## src/hw/rtl/dq_pkg.sv

```systemverilog
`timescale 1ns / 1ps
// ----------------------------------------------------------------------------
// dq_pkg
// Shared types, constants and helpers for the double-ended queue block.
// ----------------------------------------------------------------------------
package dq_pkg;

  localparam int DEPTH = 32;
  localparam int IDX_W = (DEPTH > 1) ? $clog2(DEPTH) : 1;
  localparam int CNT_W = $clog2(DEPTH + 1);
  localparam int SUM_W = CNT_W + 1;
  localparam int VAL_W = 32;
  localparam int FUNC_W = 3;
  localparam int STAT_W = 2;

  typedef enum logic [FUNC_W-1:0] {
    FN_INS_FRONT = 3'd0,
    FN_INS_BACK  = 3'd1,
    FN_REM_FRONT = 3'd2,
    FN_REM_BACK  = 3'd3,
    FN_LIST_FWD  = 3'd4,
    FN_LIST_BWD  = 3'd5
  } func_t;

  typedef enum logic [STAT_W-1:0] {
    ST_OK    = 2'd0,
    ST_EMPTY = 2'd1,
    ST_FULL  = 2'd2
  } status_t;

  typedef enum logic [1:0] {
    S_IDLE,
    S_EXEC,
    S_LIST
  } state_t;

  // Controller to datapath commands.
  typedef struct packed {
    logic cap;        // capture the accepted input word
    logic do_op;      // perform a single-result command and load its result
    logic list_init;  // clear the listing position
    logic list_emit;  // read one stored value into the output register
  } dq_cmd_t;

  // Datapath to controller status.
  typedef struct packed {
    logic [FUNC_W-1:0] func;
    logic              empty;
    logic              list_last;
    logic              out_free;
  } dq_stat_t;

  // Ring position of base + offset, with base < DEPTH and offset <= DEPTH.
  function automatic logic [IDX_W-1:0] wrap_idx(input logic [IDX_W-1:0] base,
                                                input logic [CNT_W-1:0] offset);
    logic [SUM_W-1:0] sum;
    sum = SUM_W'(base) + SUM_W'(offset);
    if (sum >= SUM_W'(DEPTH)) begin
      sum = sum - SUM_W'(DEPTH);
    end
    return sum[IDX_W-1:0];
  endfunction

endpackage

```

## src/hw/rtl/dq_ctrl.sv

```systemverilog
`timescale 1ns / 1ps
// ----------------------------------------------------------------------------
// dq_ctrl
// Command sequencer: accepts a word, runs it, and steps through listings.
// ----------------------------------------------------------------------------
module dq_ctrl import dq_pkg::*; (
  input  logic     clk,
  input  logic     rst_n,
  input  logic     in_tvalid,
  output logic     in_tready,
  input  dq_stat_t stat,
  output dq_cmd_t  cmd
);

  state_t state_r, state_nxt;
  logic   is_list;
  logic   is_known;

  assign is_list  = (stat.func == FN_LIST_FWD) || (stat.func == FN_LIST_BWD);
  assign is_known = (stat.func == FN_INS_FRONT) || (stat.func == FN_INS_BACK) ||
                    (stat.func == FN_REM_FRONT) || (stat.func == FN_REM_BACK) ||
                    is_list;

  always_ff @(posedge clk) begin
    if (!rst_n) begin
      state_r <= S_IDLE;
    end else begin
      state_r <= state_nxt;
    end
  end

  // Next state.
  always_comb begin
    state_nxt = state_r;
    unique case (state_r)
      S_IDLE: begin
        if (in_tvalid) begin
          state_nxt = S_EXEC;
        end
      end
      S_EXEC: begin
        if (!is_known) begin
          state_nxt = S_IDLE;
        end else if (stat.out_free) begin
          state_nxt = (is_list && !stat.empty) ? S_LIST : S_IDLE;
        end
      end
      S_LIST: begin
        if (stat.out_free && stat.list_last) begin
          state_nxt = S_IDLE;
        end
      end
      default: state_nxt = S_IDLE;
    endcase
  end

  // Outputs.
  always_comb begin
    in_tready = 1'b0;
    cmd       = '0;
    unique case (state_r)
      S_IDLE: begin
        in_tready = 1'b1;
        cmd.cap   = in_tvalid;
      end
      S_EXEC: begin
        if (is_known && stat.out_free) begin
          if (is_list && !stat.empty) begin
            cmd.list_init = 1'b1;
          end else begin
            cmd.do_op = 1'b1;
          end
        end
      end
      S_LIST: begin
        cmd.list_emit = stat.out_free;
      end
      default: ;
    endcase
  end

  a_one_cmd: assert property (@(posedge clk) disable iff (!rst_n)
    $countones(cmd) <= 1)
    else $error("dq_ctrl: more than one datapath command in a cycle");

  a_list_nonempty: assert property (@(posedge clk) disable iff (!rst_n)
    cmd.list_init |=> (state_r == S_LIST) && !stat.empty)
    else $error("dq_ctrl: listing entered with an empty queue");

  a_cap_exec: assert property (@(posedge clk) disable iff (!rst_n)
    cmd.cap |=> (state_r == S_EXEC) && !in_tready)
    else $error("dq_ctrl: accepted word not executed next");

endmodule

```

## src/hw/rtl/dq_dpath.sv

```systemverilog
`timescale 1ns / 1ps
// ----------------------------------------------------------------------------
// dq_dpath
// Ring store, front index, entry count and the output register.
// ----------------------------------------------------------------------------
module dq_dpath import dq_pkg::*; (
  input  logic                clk,
  input  logic                rst_n,
  input  dq_cmd_t             cmd,
  output dq_stat_t            stat,
  input  logic [FUNC_W-1:0]   func_in,
  input  logic [VAL_W-1:0]    value_in,
  output logic                out_valid,
  input  logic                out_ready,
  output logic [STAT_W-1:0]   status_out,
  output logic [VAL_W-1:0]    value_out,
  output logic                last_out
);

  logic [VAL_W-1:0]  ring_mem [DEPTH];

  logic [FUNC_W-1:0] func_r;
  logic [VAL_W-1:0]  value_r;
  logic [IDX_W-1:0]  front_r, front_nxt;
  logic [CNT_W-1:0]  count_r, count_nxt;
  logic [IDX_W-1:0]  idx_r, idx_nxt;
  logic              out_valid_r, out_valid_nxt;
  status_t           status_r;
  logic [VAL_W-1:0]  value_out_r;
  logic              last_r;

  logic              empty;
  logic              full;
  logic [IDX_W-1:0]  front_dec;
  logic              wr_en;
  logic [IDX_W-1:0]  wr_addr;
  logic [CNT_W-1:0]  list_off;
  logic [IDX_W-1:0]  rd_addr;
  logic              list_last;

  assign empty     = (count_r == '0);
  assign full      = (count_r == CNT_W'(DEPTH));
  assign front_dec = (front_r == '0) ? IDX_W'(DEPTH - 1) : front_r - 1'b1;
  assign list_last = ((CNT_W'(idx_r) + 1'b1) == count_r);

  // Forward listing walks from the front, backward from the back.
  assign list_off = (func_r == FN_LIST_FWD) ? CNT_W'(idx_r)
                                            : count_r - 1'b1 - CNT_W'(idx_r);
  assign rd_addr  = wrap_idx(front_r, list_off);

  assign stat.func      = func_r;
  assign stat.empty     = empty;
  assign stat.list_last = list_last;
  assign stat.out_free  = !out_valid_r || out_ready;

  // Queue bookkeeping for single-result commands.
  always_comb begin
    front_nxt = front_r;
    count_nxt = count_r;
    wr_en     = 1'b0;
    wr_addr   = wrap_idx(front_r, count_r);
    if (cmd.do_op) begin
      unique case (func_r)
        FN_INS_FRONT: begin
          if (!full) begin
            front_nxt = front_dec;
            count_nxt = count_r + 1'b1;
            wr_en     = 1'b1;
            wr_addr   = front_dec;
          end
        end
        FN_INS_BACK: begin
          if (!full) begin
            count_nxt = count_r + 1'b1;
            wr_en     = 1'b1;
          end
        end
        FN_REM_FRONT: begin
          if (!empty) begin
            front_nxt = wrap_idx(front_r, CNT_W'(1));
            count_nxt = count_r - 1'b1;
          end
        end
        FN_REM_BACK: begin
          if (!empty) begin
            count_nxt = count_r - 1'b1;
          end
        end
        default: ;
      endcase
    end
  end

  always_comb begin
    idx_nxt = idx_r;
    if (cmd.list_init) begin
      idx_nxt = '0;
    end else if (cmd.list_emit) begin
      idx_nxt = idx_r + 1'b1;
    end
  end

  always_comb begin
    out_valid_nxt = out_valid_r;
    if (cmd.do_op || cmd.list_emit) begin
      out_valid_nxt = 1'b1;
    end else if (out_ready) begin
      out_valid_nxt = 1'b0;
    end
  end

  always_ff @(posedge clk) begin
    if (!rst_n) begin
      front_r     <= '0;
      count_r     <= '0;
      idx_r       <= '0;
      out_valid_r <= 1'b0;
    end else begin
      front_r     <= front_nxt;
      count_r     <= count_nxt;
      idx_r       <= idx_nxt;
      out_valid_r <= out_valid_nxt;
    end
  end

  always_ff @(posedge clk) begin
    if (cmd.cap) begin
      func_r  <= func_in;
      value_r <= value_in;
    end
  end

  // Ring store write port.
  always_ff @(posedge clk) begin
    if (wr_en) begin
      ring_mem[wr_addr] <= value_r;
    end
  end

  // Result register; a listing reads the ring store straight into it.
  always_ff @(posedge clk) begin
    if (cmd.list_emit) begin
      status_r    <= ST_OK;
      value_out_r <= ring_mem[rd_addr];
      last_r      <= list_last;
    end else if (cmd.do_op) begin
      value_out_r <= '0;
      last_r      <= 1'b1;
      priority if ((func_r == FN_INS_FRONT) || (func_r == FN_INS_BACK)) begin
        status_r <= full ? ST_FULL : ST_OK;
      end else begin
        status_r <= empty ? ST_EMPTY : ST_OK;
      end
    end
  end

  assign out_valid  = out_valid_r;
  assign status_out = status_r;
  assign value_out  = value_out_r;
  assign last_out   = last_r;

  a_count_bound: assert property (@(posedge clk) disable iff (!rst_n)
    count_r <= CNT_W'(DEPTH))
    else $error("dq_dpath: entry count beyond depth");

  a_full_refused: assert property (@(posedge clk) disable iff (!rst_n)
    (cmd.do_op && full && ((func_r == FN_INS_FRONT) || (func_r == FN_INS_BACK)))
    |=> $stable(count_r) && $stable(front_r) && (status_r == ST_FULL))
    else $error("dq_dpath: insert into a full queue changed state");

  a_no_drop: assert property (@(posedge clk) disable iff (!rst_n)
    (out_valid_r && !out_ready) |-> !(cmd.do_op || cmd.list_emit))
    else $error("dq_dpath: result register overwritten while stalled");

endmodule

```

## src/hw/rtl/double_ended_queue_top.sv

```systemverilog
`timescale 1ns / 1ps
// ----------------------------------------------------------------------------
// double_ended_queue_top
// Bounded double-ended queue of signed 32-bit values kept in a ring store.
// ----------------------------------------------------------------------------
// Usage:
// Each input word carries a command and a value. The six commands insert at
// the front or back, remove from the front or back, or list the queue front
// to back or back to front. Codes six and seven are dropped without a result.
// Inserts and removals return one status word (ok, empty or full) with
// tlast set. A listing returns one word per stored value, in order, with
// tlast on the final one; listing an empty queue returns one empty status.
// Sequence: a word is taken in the idle state and executed in the execute
// state, which waits until the output register is free; an insert or removal
// loads its result into the output register as it executes. A listing reads
// the ring store straight into the output register, once per cycle while the
// receiver does not stall.
// Reset clears the front index, the entry count and the output valid flag;
// the ring store itself is not cleared and needs no clearing pass.
// When the receiver stalls, the pending result holds in the output register,
// one further word may still be accepted, and execution waits for the slot.
// ----------------------------------------------------------------------------
module double_ended_queue_top import dq_pkg::*; (
  input  logic        clk,
  input  logic        rst_n,
  input  logic        in_tvalid,
  output logic        in_tready,
  input  logic [39:0] in_tdata,   // [2:0] func, [34:3] value_in, [39:35] zero
  output logic        out_tvalid,
  input  logic        out_tready,
  output logic [39:0] out_tdata,  // [1:0] status, [33:2] value_out, [39:34] zero
  output logic        out_tlast   // is_last
);

  dq_cmd_t           cmd;
  dq_stat_t          stat;
  logic [STAT_W-1:0] status_w;
  logic [VAL_W-1:0]  value_w;

  // The controller only sequences; all queue state lives in the datapath.
  dq_ctrl u_ctrl (
    .clk       (clk),
    .rst_n     (rst_n),
    .in_tvalid (in_tvalid),
    .in_tready (in_tready),
    .stat      (stat),
    .cmd       (cmd)
  );

  dq_dpath u_dpath (
    .clk        (clk),
    .rst_n      (rst_n),
    .cmd        (cmd),
    .stat       (stat),
    .func_in    (in_tdata[2:0]),
    .value_in   (in_tdata[34:3]),
    .out_valid  (out_tvalid),
    .out_ready  (out_tready),
    .status_out (status_w),
    .value_out  (value_w),
    .last_out   (out_tlast)
  );

  assign out_tdata = {6'b0, value_w, status_w};

endmodule
```

## config.mk

```make
export PLATFORM = sky130hd
export DESIGN_NAME = double_ended_queue_top
export DESIGN_NICKNAME = d
export VERILOG_FILES = /design/src/hw/rtl/dq_pkg.sv /design/src/hw/rtl/dq_ctrl.sv /design/src/hw/rtl/dq_dpath.sv /design/src/hw/rtl/double_ended_queue_top.sv
export SDC_FILE = /design/constraint.sdc
export NUM_CORES = 1
export LEC_CHECK = 0
export BUFFER_PORTS_ARGS = -buffer_cell sky130_fd_sc_hd__buf_4
export CAP_MARGIN = 5
export CORE_UTILIZATION = 35
export CTS_CLUSTER_SIZE = 12
export DETAILED_ROUTE_END_ITERATION = 12
export GPL_ROUTABILITY_DRIVEN = 0
export PLACE_DENSITY_LB_ADDON = 0.1
export SYNTH_ARGS = -nofsm -noshare
export SYNTH_HDL_FRONTEND = slang
export SYNTH_SLANG_ARGS = --single-unit
```

## constraint.sdc

```tcl
create_clock -name clk -period 3.5 [get_ports clk]
set_input_delay 0.7 -clock clk [delete_from_list [all_inputs] [get_ports clk]]
set_output_delay 0.7 -clock clk [all_outputs]
set_load 0.1 [all_outputs]
```

* Word-level counts from Yosys, hierarchy flattened
Memory sizes are Yosys's and may differ from the RTL's.
Cells that the tools add are included.
** Word-level totals
- Bits of input ports :: 44
- Memories :: 1
- Logic and storage cells :: 110
- Output and inout port bits :: 43
- RAM bits :: 1024
- Bits in registers :: 89
** Memory list
- u_dpath.ring_mem :: words 32, width 32, rd ports 1, clocked after Yosys merged registers in 0, wr ports 1, RTL line dq_dpath.sv:20 : logic [VAL_W-1:0] ring_mem [DEPTH];
** Operators by class
- Add/subtract/negate cells :: 12
- Muxes and demuxes :: 41
- Equal/unequal tests :: 16
- Magnitude comparators :: 3
- Bitwise logic cells :: 1
- Reduce and logical (&&, ||, !) cells :: 26
** Operators with widths (number)
- $mux 32 :: 2
- $mux 5 :: 9
- $sub 5x1->5 const B :: 4
- $mux 2 :: 9
- $mux 6 :: 3
- $mux 1 :: 15
- $add 5x6->7 :: 2
- $ge 7x6->1 const B :: 2
- $add 5x1->6 const B :: 2
- $pmux 6 s2 :: 1
- $ne 2x2->1 const B :: 5
- $pmux 5 s2 :: 1
- $reduce_and 4->1 :: 2
- $reduce_bool 2->1 :: 4
- $logic_or 1x1->1 :: 7
- $add 6x1->6 const B :: 1
- $eq 3x2->1 const B :: 2
- $eq 3x3->1 const B :: 2
- $eq 6x6->1 :: 1
- $eq 6x6->1 const B :: 1
- $ge 6x6->1 const B :: 1
- $logic_not 6->1 :: 1
- $pmux 2 s3 :: 1
- $reduce_or 2->1 :: 3
- 15 further kinds :: 18

* Longest topological paths before layout
Gate-level depths: netlist of the first run.
- Depth in word-level cells :: 11
- Gate-level depth with buffers :: 16
- Gate-level depth less buffers :: 14

* Cells and area by module
Synthesis of the first run repeated with hierarchy kept, for this count alone.
** Unflattened totals
- Cell total of the unflattened synthesis :: 2244
- Area, all modules :: 43778.2 um^2
** Modules (own cells, without submodules)
- dq_dpath :: seq. area each 33171.8 um^2, area an instance 43594.3 um^2, instances 1, cells an instance 2221
- dq_ctrl :: seq. area each 40.0 um^2, area an instance 135.1 um^2, instances 1, cells an instance 16
- double_ended_queue_top :: seq. area each 0.0 um^2, area an instance 48.8 um^2, instances 1, cells an instance 7

* Least setup slack after synthesis of the first run
No wires, ideal clock.
- Kind :: reg2reg
- Start point :: reg u_dpath.out_valid_r, in the netlist u_dpath.out_valid
- End point :: reg u_dpath.last_r, in the netlist u_dpath.last_out (enable)
- Required time :: 3.028 ns
- Setup time :: 0.472 ns
- Clock period less this slack :: 3.867 ns
- Data arrival time :: 3.395 ns
- Stages on the path, launching flop included :: 3
- Path slack :: -0.367 ns
- Path buffers :: 0
- Cell sequence :: dfxtp_1 -> nor2b_1 -> o21ai_0
** Between the ends
- Longest elaborated chain between the ends :: 6
- Elaborated cells between the ends (all ways) :: 7
- Those cells by class :: mux (3); reduce/logical (4)
** Ends and longest elaborated chain
- start, declared :: RTL line dq_dpath.sv:27 : logic out_valid_r, out_valid_nxt;
- start signal, assigned :: RTL line dq_dpath.sv:122 : out_valid_r <= out_valid_nxt;
- $logic_not 1->1 * :: RTL line dq_dpath.sv:54 : assign stat.out_free = !out_valid_r || out_ready;
- $logic_or 1x1->1 * :: RTL line dq_dpath.sv:54
- $logic_and 1x1->1 :: RTL line dq_ctrl.sv:67 : if (is_known && stat.out_free) begin
- $mux 2 :: RTL line dq_ctrl.sv:67
- $mux 2 :: RTL line dq_ctrl.sv:61 : unique case (state_r)
- $reduce_bool 2->1 (no source line) *
- end signal, assigned :: RTL line dq_dpath.sv:145 : last_r <= list_last;
- end, declared :: RTL line dq_dpath.sv:30 : logic last_r;
Mark *: on every way between the ends. The rest lies on a longest branch, timed or not.
A chain may end at the register's enable or synchronous reset.

* Worst setup path in the final report of the first run
- Start point :: reg u_dpath.count_r[0]
- End point :: reg u_dpath.value_out_r[8], in the netlist u_dpath.value_out[8], data pin
** Between the ends
- Longest elaborated chain between the ends :: 8
- Elaborated cells between the ends (all ways) :: 9
- Those cells by class :: add/sub (4); order compare (1); mux (3); memory (1)
** Ends and longest elaborated chain
- start, declared :: RTL line dq_dpath.sv:25 : logic [CNT_W-1:0] count_r, count_nxt;
- start signal, assigned :: RTL line dq_dpath.sv:120 : count_r <= count_nxt;
- $sub 6x1->6 * :: RTL line dq_dpath.sv:48 : : count_r - 1'b1 - CNT_W'(idx_r);
- $sub 6x5->6 * :: RTL line dq_dpath.sv:48
- $mux 6 * :: RTL line dq_dpath.sv:47 : assign list_off = (func_r == FN_LIST_FWD) ? CNT_W'(idx_r)
- $add 5x6->7 * :: RTL line dq_pkg.sv:57 : sum = SUM_W'(base) + SUM_W'(offset);
- $ge 7x6->1 / $sub 5x1->5 (equally long branches) :: RTL line dq_pkg.sv:58, dq_pkg.sv:59
- $mux 5 * :: RTL line dq_pkg.sv:58 : if (sum >= SUM_W'(DEPTH)) begin
- $mem_v2 32x32 *
- $mux 32 * :: RTL line dq_dpath.sv:142 : if (cmd.list_emit) begin
- end signal, assigned :: RTL line dq_dpath.sv:144 : value_out_r <= ring_mem[rd_addr];
- end, declared :: RTL line dq_dpath.sv:29 : logic [VAL_W-1:0] value_out_r;
Marked as above.

==> summary.txt, run 1 <==
Outcome
  • Status: complete, but fails checks
  • Failing checks: setup timing

Run
  • MaxCap Viol Count: 0

Clocking
  • H-Tree Level Count: 3
  • Hold-fix buffer count after cts: 0
  • CTS clk-pin slew, worst paths: approximately 0.06 ns
  • Inserted Clock Buffers: between 100 and 150
  • CTS max path bufs: 3
  • Root buffer cell: clkbuf_16
  • # clock sinks: approximately 1.1k
  • Clock latency at the later pin of the worst-skew pair: ~0.73 ns
  • CTS tree: yes

Yosys
  • Synthesis-stage register bit count: 1,113
  • Syn avg cell area: a little under 20 um^2
  • Post-synth EDFFs: ~1.1k
  • Synth unique cells: 58
  • Post-Syn Instances: between 2k and 2.5k
  • Asr flop ratio synth: 0
  • Synth Cell Area: roughly 44,000 um^2
  • Most used DFF post-synth: edfxtp_1
  • Yosys warns: 0
  • Register area share after synthesis: 0.763

Power
  • Lkg Pwr: around 18 nW
  • Pwr Total: roughly 32 mW
  • PD cells: around 600 nW/um^2
  • Maximum VDD drop: ~0.00038 V

Die
  • Initial core utilization: 0.352
  • Core Region: around 120,000 um^2
  • Num rows: 129
  • Ports: 87
  • Horiz. Die Dim: between 300 and 400 um
  • Die height: 355 um
  • Die footprint: ~130,000 um^2

Timing
  • Post-route worst setup slack: -0.305 ns
  • Worst hold margin: between 0.15 and 0.2 ns
  • Worst Clk Skew: ~0.021 ns
  • Final Hold Fails: 0
  • Max frequency: approximately 260 MHz
  • Fin crit share: 1.09
  • Period minus WS final: 3.81 ns
  • Slew Viols, Final: 0
  • Final setup fails: 32
  • Rel. slew slack: 0.149
  • Worst-Margin Slew: ~1.3 ns
  • Unrepaired setup endpoints after global routing: yes

Global route
  • Initial antenna violation count: 8
  • Pin count of the biggest net entering global routing: 40
  • Total gr overflow: 0
  • First-pass GRT wire length: 179 mm
  • GRT Total Usage: 0.204
  • Vias in the first global route: roughly 24k

Final layout
  • Design Area, Final: 54,200 um^2
  • Area Overhead vs Synth: 24.5%
  • Ratio of cells with drive above 1 in the final layout: 0.363
  • Multi-input combinational cell area: roughly 11,000 um^2
  • Post-layout nets: 2,688
  • Register area: approximately 33,000 um^2
  • Diode count: 0
  • FILL cells: 10.8k

Setup path
  • Startpoint Class: register
  • CP arrival: approximately 4.3 ns
  • Setup Crit Path Kind: register to register
  • Critical path endpoint category: register
  • Req. time, crit path: a little under 4 ns
  • Crit path max fanout: 8

Placement
  • HPWL Detailed: between 70 and 80 mm
  • Port-buffer cells: 75
  • Post-placement cell area: between 40,000 and 50,000 um^2
  • Pre-CTS setup slack: -0.494 ns

Worst hold path
  • Worst min path class: input pin to register

Drt
  • WL final: ~130 mm
  • Residual DRC count: 0
  • Final ANT Viol Nets: 0
  • Wire per inst: 29.3 um
  • Vias: approximately 23k
  • 1st-pass router iterations: 5
  • DR vias/cell: between 5 and 6
  • Number of DRC markers in iteration 0: approximately 2.3k
-- area by class of cell --
class / count / share of cell area
Multi-Input combinational cell: 992 / 0.195
Sequential cell: 1113 / 0.613
Inverter: 14 / 0.000969
Tap cell: 1637 / 0.0378
Clock inverter: 55 / 0.00872
Clock buffer: 150 / 0.0582
Timing Repair Buffer: 386 / 0.0872
-- layout by cell type, fill, tap and decap left out, drive strengths merged, types with 8 or more instances in the layout --
cell,count
nand2,275
inv,15
a21oi,146
edfxtp,1092
xnor2,26
bufinv,8
clkinv,46
nor2,60
dfxtp,21
clkbuf,152
mux4,256
buf,384
o21bai,34
o21ai,39
ha,17
a21boi,34
-- registers in the layout, indices dropped and copies added (netlist names), 2 cells and up --
| name | cells |
|---|---|
| u_dpath.func_r | 3 |
| u_ctrl.state_r | 2 |
| u_dpath.front_r | 5 |
| u_dpath.ring_mem | 1024 |
| u_dpath.value_r | 32 |
| u_dpath.count_r | 6 |
| u_dpath.status_out | 2 |
| u_dpath.idx_r | 5 |
| u_dpath.value_out | 32 |
-- metal layers --
| metal | vias to the layer above | global-route usage | share of wire |
|---|---|---|---|
| met1 | 12300 | 0.290 | 0.45 |
| met4 | 0 | 0.0410 | 0.017 |
| met2 | 594 | 0.332 | 0.49 |
| met5 | - | 0 | 0 |
| met3 | 150 | 0.0325 | 0.047 |
| li1 | 9768 | - | - |
-- synthesized netlist by cell type (3+ instances only) --
cell type	number	area share
fa_1	3	0.0014
nand2_1	275	0.024
buf_6	3	0.00078
o21bai_1	34	0.0059
nor2_1	59	0.0051
xnor2_1	25	0.0050
o32a_1	4	0.00092
nor3b_1	4	0.00069
nand3_1	7	0.00080
buf_1	17	0.0015
nand3b_1	3	0.00052
buf_2	31	0.0036
dfxtp_1	21	0.0097
nor2b_1	5	0.00072
a21o_1	5	0.00086
and3_1	3	0.00043
mux2i_1	6	0.0014
nand4_1	4	0.00057
and2_1	5	0.00072
clkbuf_1	68	0.0059
a21oi_1	146	0.017
a32oi_1	3	0.00060
nor3_1	7	0.00080
nand2b_1	4	0.00057
a21boi_1	32	0.0055
xor2_1	7	0.0014
buf_4	6	0.0010
edfxtp_1	1092	0.75
ha_1	17	0.0049
o21ai_0	39	0.0045
inv_1	14	0.0012
mux4_2	256	0.13
a211oi_1	3	0.00052
-- where the power goes --
group          internal (mW)  switching (mW)
Sequential              14.7           0.239
Combinational           2.28            2.48
Clock                   6.88            5.04
-- what timing repair did --
| action | 4_1_cts | 5_1_grt |
|---|---|---|
| pin swaps | 67 | 112 |
| gates cloned | 11 | 2 |
| buffers inserted | 19 | 24 |
| gates resized for setup | 121 | 114 |
| endpoints found under the setup margin | 32 | 32 |
-- critical path: stages (launching register included) --
cell and delay, ns:
dfxtp_2 0.34, inv_2 0.05, ha_4 0.25, inv_2 0.03
fa_1 0.42, mux2_4 0.30, fa_4 0.82, buf_12 0.13
buf_16 0.16, buf_4 0.15, buf_12 0.12, buf_4 0.11
mux4_2 0.27, nand2_1 0.08, a21oi_1 0.06, o21bai_1 0.14
a21boi_1 0.08
-- final timing paths --
| kind | startpoint | to | slack (ns) | cells after the start |
|---|---|---|---|---|
| hold reg to reg | u_dpath.count_r[1] | u_dpath.count_r[1] | 0.51 | 2 |
| setup / recovery | u_dpath.count_r[0] | u_dpath.value_out[8] | -0.31 | 16 |
| hold / removal | in_tdata[5] | u_dpath.value_r[2] | 0.16 | 1 |
| setup reg to reg | u_dpath.count_r[0] | u_dpath.value_out[8] | -0.31 | 16 |
-- through the flow --
stage	TNS (ns)	utilization	std cells
3_5_place_dp	-11.24	0.398	4093
3_3_place_gp	-11.98	0.398	4093
4_1_cts	-10.32	0.434	4324
5_1_grt	-10.95	0.439	4347
2_1_floorplan	-203.65	-	2244
6_report	-7.67	0.439	4347
-- cell families after synthesis --
kind of cell,count (synthesis),synth area share
xor gates and xnor gates,33,0.00681
adders and majority gates,20,0.00626
DFF,1113,0.763
muxes,265,0.135
other,1,0.0000861
AOI/OAI and AO/OA,281,0.0388
buffers and inverters,139,0.0139
and+or+nand+nor,387,0.0369
Power figures use the tool's default switching activity.
==> run 2, diff against run 1 <==
--- a/config.mk
+++ b/config.mk
@@ -12,6 +12,7 @@
 export DETAILED_ROUTE_END_ITERATION = 12
 export GPL_ROUTABILITY_DRIVEN = 0
 export PLACE_DENSITY_LB_ADDON = 0.1
+export REMOVE_ABC_BUFFERS = 1
 export SYNTH_ARGS = -nofsm -noshare
 export SYNTH_HDL_FRONTEND = slang
 export SYNTH_SLANG_ARGS = --single-unit
==> constraint.sdc (replaced) <==
create_clock -name clk -period 3.4 [get_ports clk]
set_input_delay 0.68 -clock clk [delete_from_list [all_inputs] [get_ports clk]]
set_output_delay 0.68 -clock clk [all_outputs]
set_load 0.1 [all_outputs]
==> run 2 against run 1 <==
The flow still finishes with violations (setup timing). Register-to-register slack got worse by 0.11 ns. Power increased by 1.1%. Clock power about the same. Non-clock buffer count decreased by 34. First-iteration DRC count decreased by 13%. Largest power group unchanged. Die area unchanged. Critical path depth decreased by 1. Clock skew increased by 0.0073 ns. Hold slack got worse by 0.038 ns.
==> summary.txt, run 2 (synthesis results as in run 1) <==
Outcome
  • Status: complete, but fails checks
  • Failing checks: setup timing

Timing
  • Slew Viols, Final: 0 (unchanged)
  • Final setup fails: 32 (unchanged)
  • Post-route worst setup slack: -0.419 ns (-0.114 ns)
  • Period minus WS final: 3.82 ns (+0.0143 ns)
  • Worst Clk Skew: 0.0283 ns (+0.00733 ns)
  • Unrepaired setup endpoints after global routing: yes
  • Max frequency: 262 MHz (-0.38%)
  • Worst-Margin Slew: 1.17 ns (-0.110 ns)
  • Rel. slew slack: 0.223 (+0.0736)
  • Setup TNS: -11.40 ns (-3.74 ns)
  • Final Hold Fails: 0 (unchanged)
  • Fin crit share: 1.12 (+0.0362)

Global route
  • Initial antenna violation count: 3 (-5)
  • GRT Total Usage: 0.197 (-0.00648)
  • Pin count of the biggest net entering global routing: 38 (-5.0%)
  • Vias in the first global route: 23.5k (-0.29%)
  • First-pass GRT wire length: 174 mm (-2.8%)
  • Total gr overflow: 0 (unchanged)

Drt
  • Number of DRC markers in iteration 0: 1,991 (-13%)
  • Wire per inst: 28.6 um (-2.5%)
  • 1st-pass router iterations: 5 (unchanged)
  • Vias: 22.6k (-0.72%)
  • WL final: 124 mm (-3.0%)
  • Final ANT Viol Nets: 0 (unchanged)
  • Residual DRC count: 0 (unchanged)
  • DR vias/cell: 5.24 (-0.17%)

Clocking
  • CTS clk-pin slew, worst paths: 0.07 ns (about the same)
  • Inserted Clock Buffers: 118 (+0.85%)
  • Root buffer cell: clkbuf_16
  • # clock sinks: 1,113 (unchanged)
  • CTS tree: yes
  • H-Tree Level Count: 3 (unchanged)
  • Clock latency at the later pin of the worst-skew pair: 0.73 ns (about the same)
  • CTS max path bufs: 3 (unchanged)
  • Hold-fix buffer count after cts: 0 (unchanged)

Final layout
  • Top reg by flops: u_dpath.ring_mem
  • Post-layout nets: 2,655 (-1.2%)
  • Ratio of cells with drive above 1 in the final layout: 0.334 (-0.0283)
  • Max FFs per register: 1,024 (unchanged)
  • Commonest non-fill, non-tap cells in the layout: edfxtp_1, mux4_2, nand2_1, buf_4, a21oi_1
  • Commonest non-fill, non-tap cell in the layout: edfxtp_1
  • Final core utilization: 0.434 (-0.00485)
  • Area Overhead vs Synth: 23.1%

Run
  • MaxCap Viol Count: 0 (unchanged)

Power
  • PD cells: 597 nW/um^2 (+2.2%)
  • Maximum VDD drop: 0.000454 V (+19%)
  • Lkg Pwr: 17.6 nW (-1.3%)

Die
  • Ports: 87 (unchanged)
  • Die height: 355 um (unchanged)
  • Core Region: 124,000 um^2 (unchanged)
  • Num rows: 129 (unchanged)
  • Die footprint: 126,000 um^2 (unchanged)
  • Horiz. Die Dim: 355 um (unchanged)
  • Initial core utilization: 0.352 (unchanged)

Worst hold path
  • Worst min path class: input pin to register

Placement
  • HPWL Detailed: 70.1 mm (-7.1%)
  • Port-buffer cells: 75 (unchanged)

Setup path
  • FF-to-FF setup slack: -0.42 ns (-0.11 ns)
  • Critical path endpoint category: register
  • Crit-path most repeated cell: buf_12
  • Cell Chain, Critical Path: inv_2 -> ha_4 -> inv_2 -> fa_1 -> mux2_4 -> fa_4 -> buf_12 -> buf_12 -> clkbuf_16 -> buf_12 -> mux4_2 -> nand2_1 -> a21oi_1 -> o21ai_1 -> a21boi_1
  • Setup Crit Path Kind: register to register
  • Crit path max fanout: 12 (+4)
  • Slowest-stage cell, CP: fa_4
  • CP arrival: 4.28 ns (about the same)
  • Startpoint Class: register
  • Slowest Stage Delay on Critical Path: 0.77 ns (-0.05 ns)
  • Req. time, crit path: 3.86 ns (-0.11 ns)
==> run 2: changes by cell type in the layout (fill, tap and decap cells not counted), moves of 18 or more <==
cell and delta:
buf_4 -25, nand2_2 -26, a21oi_2 -18, nand2_1 +26, a21oi_1 +18
==> run 2: timing repair <==
action | in CTS | in global routing
setup endpoints to repair | 32 | 32
setup buffers | 17 | 7
gates resized for setup | 90 | 55
cloned | 7 | 1
pin swaps | 79 | 25
==> run 2: power breakdown <==
part / switching [mW] / internal (mW)
clock: 5.32 / 6.64
sequential: 0.220 / 15.2
combinational: 2.44 / 2.22
total: 7.98 / 24.0
==> run 2: worst paths after layout <==
path	from	end	cells past startpoint
worst max-delay path	u_dpath.count_r[0]	u_dpath.value_out[18]	15
worst min-delay path	in_tdata[7]	u_dpath.value_r[4]	1
worst max register to register	u_dpath.count_r[0]	u_dpath.value_out[18]	15
worst min register to register	u_ctrl.state_r[1]	u_ctrl.state_r[0]	1
==> run 2: layer usage <==
metal | vias to the layer above | part of all wire | global-route usage
met2 | 637 | 0.48 | 0.319
met5 | - | 0.000073 | 0
met1 | 12100 | 0.44 | 0.276
met4 | 2 | 0.024 | 0.0596
met3 | 143 | 0.054 | 0.0288
li1 | 9716 | - | -
==> run 2: layout make-up <==
cell class / count / area, um^2
tap: 1637 / 2050
fill: 10900 / 70000
clock inverter: 57 / 383
antenna: 1 / 2.50
sequential: 1113 / 33200
inverter: 14 / 52.6
clock buffer: 157 / 3150
multi-input combinational: 992 / 10300
timing repair buffer: 352 / 4440
==> run 2: critical path, delay by kind of cell (launching register included) <==
family / cells / cell delay, ns
adders and majority gates: 3 / 1.46
and+or+nand+nor: 1 / 0.09
buffers and inverters: 6 / 0.69
AOI/OAI and AO/OA: 3 / 0.32
DFF: 1 / 0.34
muxes: 2 / 0.60
==> run 2: per-stage QoR <==
step | hold WS [ns] | std cells | setup slack (ns) | total power [mW] | cell area, um^2
floorplan | 0.449 | 2119 | -8.71 | 18.5 | 43000
global placement | 0.469 | 4081 | -0.640 | 19.9 | 49200
detailed placement | 0.477 | 4081 | -0.671 | 19.9 | 49200
CTS | 0.0553 | 4315 | -0.483 | 32.2 | 53400
global route | 0.0810 | 4322 | -0.508 | 33.2 | 53600
finish | 0.119 | 4323 | -0.419 | 32.0 | 53600
==> run 3, diff against run 2 <==
--- a/config.mk
+++ b/config.mk
@@ -8,6 +8,7 @@
 export BUFFER_PORTS_ARGS = -buffer_cell sky130_fd_sc_hd__buf_4
 export CAP_MARGIN = 5
 export CORE_UTILIZATION = 35
+export CTS_BUF_LIST = sky130_fd_sc_hd__clkbuf_2
 export CTS_CLUSTER_SIZE = 12
 export DETAILED_ROUTE_END_ITERATION = 12
 export GPL_ROUTABILITY_DRIVEN = 0
==> run 3 against run 2 <==
The run still ends with setup timing left. Design area increased by 0.56%. Maximum frequency is 1.4% higher. Power shrank 8.1%. Via count grew 7.1%. Utilization grew 0.24 points. Non-clock buffer count rose by 102. Sequential power hardly changed. Hold slack better by 0.21 ns. Worst setup slack better by 0.051 ns. Critical path type unchanged. Largest power group unchanged. Highest routed layer unchanged.
==> summary.txt, run 3 (synthesis results as in run 1) <==
Outcome
  • Status: complete, but fails checks
  • Failing checks: setup timing

Timing
  • Final setup fails: 32 (unchanged)
  • Fin crit share: 1.11 (-0.0151)
  • Worst Clk Skew: 0.202 ns (+0.174 ns)
  • Final Hold Fails: 0 (unchanged)
  • Post-route worst setup slack: -0.368 ns (+0.0512 ns)
  • Setup TNS: -7.97 ns (+3.44 ns)
  • Unrepaired setup endpoints after global routing: yes
  • Worst-Margin Slew: 1.14 ns (-0.0229 ns)
  • Rel. slew slack: 0.238 (+0.0153)
  • Slew Viols, Final: 0 (unchanged)
  • Period minus WS final: 3.77 ns (-0.0512 ns)
  • Max frequency: 265 MHz (+1.4%)

Setup path
  • Startpoint Class: register
  • Req. time, crit path: 4.74 ns (+0.88 ns)
  • CP arrival: 5.11 ns (+0.83 ns)
  • Critical path endpoint category: register
  • Crit path max fanout: 8 (-4)
  • Setup Crit Path Kind: register to register

Drt
  • Number of DRC markers in iteration 0: 1,775 (-11%)
  • Final ANT Viol Nets: 0 (unchanged)
  • Vias: 24.2k (+7.1%)
  • WL final: 127 mm (+2.4%)
  • DR vias/cell: 5.12 (-2.2%)
  • 1st-pass router iterations: 7 (+2)
  • Wire per inst: 26.8 um (-6.4%)
  • Residual DRC count: 0 (unchanged)

Final layout
  • Commonest non-fill, non-tap cells in the layout: edfxtp_1, clkbuf_2, mux4_2, nand2_1, buf_4
  • Post-layout nets: 2,952 (+11%)
  • Number of non-filler instances in the completed layout: 4,732 (+9.5%)
  • Ratio of cells with drive above 1 in the final layout: 0.413 (+0.0782)
  • FILL cells: 11.2k (+2.0%)
  • Area Overhead vs Synth: 23.8%
  • Max FFs per register: 1,024 (unchanged)
  • Commonest non-fill, non-tap cell in the layout: edfxtp_1
  • Top reg by flops: u_dpath.ring_mem

Die
  • Ports: 87 (unchanged)
  • Core Region: 124,000 um^2 (unchanged)
  • Initial core utilization: 0.352 (unchanged)
  • Die height: 355 um (unchanged)
  • Die footprint: 126,000 um^2 (unchanged)
  • Horiz. Die Dim: 355 um (unchanged)
  • Num rows: 129 (unchanged)

Global route
  • Vias in the first global route: 25.6k (+8.8%)
  • Initial antenna violation count: 4 (+1)
  • Total gr overflow: 0 (unchanged)
  • First-pass GRT wire length: 180 mm (+3.1%)
  • Pin count of the biggest net entering global routing: 38 (unchanged)
  • GRT Total Usage: 0.202 (+0.00504)

Clocking
  • Clock latency at the later pin of the worst-skew pair: 1.64 ns (+0.91 ns)
  • Inserted Clock Buffers: 313 (+170%)
  • CTS max path bufs: 4 (+1)
  • CTS tree: yes
  • # clock sinks: 1,113 (unchanged)
  • CTS clk-pin slew, worst paths: 0.10 ns (+0.03 ns)
  • H-Tree Level Count: 5 (+2)
  • Root buffer cell: clkbuf_2

Placement
  • Port-buffer cells: 75 (unchanged)
  • Placed Instances: 4,081 (unchanged)
  • Pre-CTS setup slack: -0.671 ns (unchanged)
  • HPWL Detailed: 70.1 mm (unchanged)

Power
  • Sw frac: 0.281 (+0.0318)
  • Clk pwr share: 0.309 (-0.064)
  • NetSw: 8.27 mW (+3.7%)
  • Seq pwr share: 0.522 (+0.041)
  • Comb power frac: 0.169 (+0.023)
  • Pwr Total: 29.4 mW (-8.1%)
  • PD cells: 546 nW/um^2 (-8.6%)
  • Lkg Pwr: 18.4 nW (+4.4%)
  • Maximum VDD drop: 0.000341 V (-25%)
  • Internal cell power: 21.1 mW (-12%)

Run
  • MaxCap Viol Count: 0 (unchanged)

Worst hold path
  • Worst min path class: input pin to register
==> run 3: worst paths after layout <==
check / startpoint / endpoint / slack, ns / cells after the start
hold reg to reg: u_ctrl.state_r[1] / u_ctrl.state_r[0] / 0.49 / 1
hold / removal: in_tdata[27] / u_dpath.value_r[24] / 0.33 / 3
setup reg to reg: u_dpath.count_r[1] / u_dpath.value_out[22] / -0.37 / 16
setup / recovery: u_dpath.count_r[1] / u_dpath.value_out[22] / -0.37 / 16
==> run 3: timing repair <==
item,CTS,global route
endpoints found under the setup margin,32,32
hold buffers,76,0
gates cloned,10,6
resized for setup,105,133
setup buffers,34,13
pin swaps,64,129
hold endpoints to repair,91,0
==> run 3: metrics by stage <==
stage | hold slack [ns] | cell area (um^2) | utilization
after floorplan | 0.449 | 43000 | -
after global placement | 0.469 | 49200 | 0.398
after detailed placement | 0.477 | 49200 | 0.398
after CTS | 0.0270 | 53400 | 0.432
after global routing | 0.124 | 53900 | 0.436
final | 0.331 | 53900 | 0.436
==> run 3: worst max-delay path: stages, from the launching register on <==
cell and delay, ns:
dfxtp_2 0.34, inv_2 0.05, ha_4 0.25, inv_2 0.03, fa_1 0.43, mux2_4 0.30
fa_4 0.83, buf_12 0.20, buf_12 0.14, buf_16 0.13, buf_12 0.10, mux4_2 0.31
nand2_2 0.09, a21oi_2 0.05, o21ai_1 0.14, buf_4 0.14, a21boi_2 0.05
==> run 3: cell type report <==
class,instances,area [um^2],area share
well taps,1637,2050,0.0380
inverters,14,52.6,0.000975
diodes,8,20.0,0.000371
multi-input cells,992,10500,0.195
clock inverters,75,352,0.00652
flip-flops and latches,1113,33200,0.616
repair buffers,454,5540,0.103
clock buffers,439,2200,0.0407
==> run 3: power groups by stage <==
stage / Combinational, mW / Sequential [mW] / Clock (mW)
2_1_floorplan: 2.80 / 15.7 / 0
3_3_place_gp: 4.25 / 15.7 / 0
3_5_place_dp: 4.25 / 15.7 / 0
4_1_cts: 4.77 / 15.4 / 9.49
5_1_grt: 5.29 / 15.4 / 10.1
6_report: 4.97 / 15.4 / 9.08
==> run 3: routing by layer <==
layer / vias to the layer above / GRT usage / share of wire
li1: 10500 / - / -
met1: 12800 / 0.274 / 0.44
met2: 779 / 0.328 / 0.49
met3: 212 / 0.0350 / 0.050
met4: 2 / 0.0730 / 0.022
met5: - / 0 / 0.000095
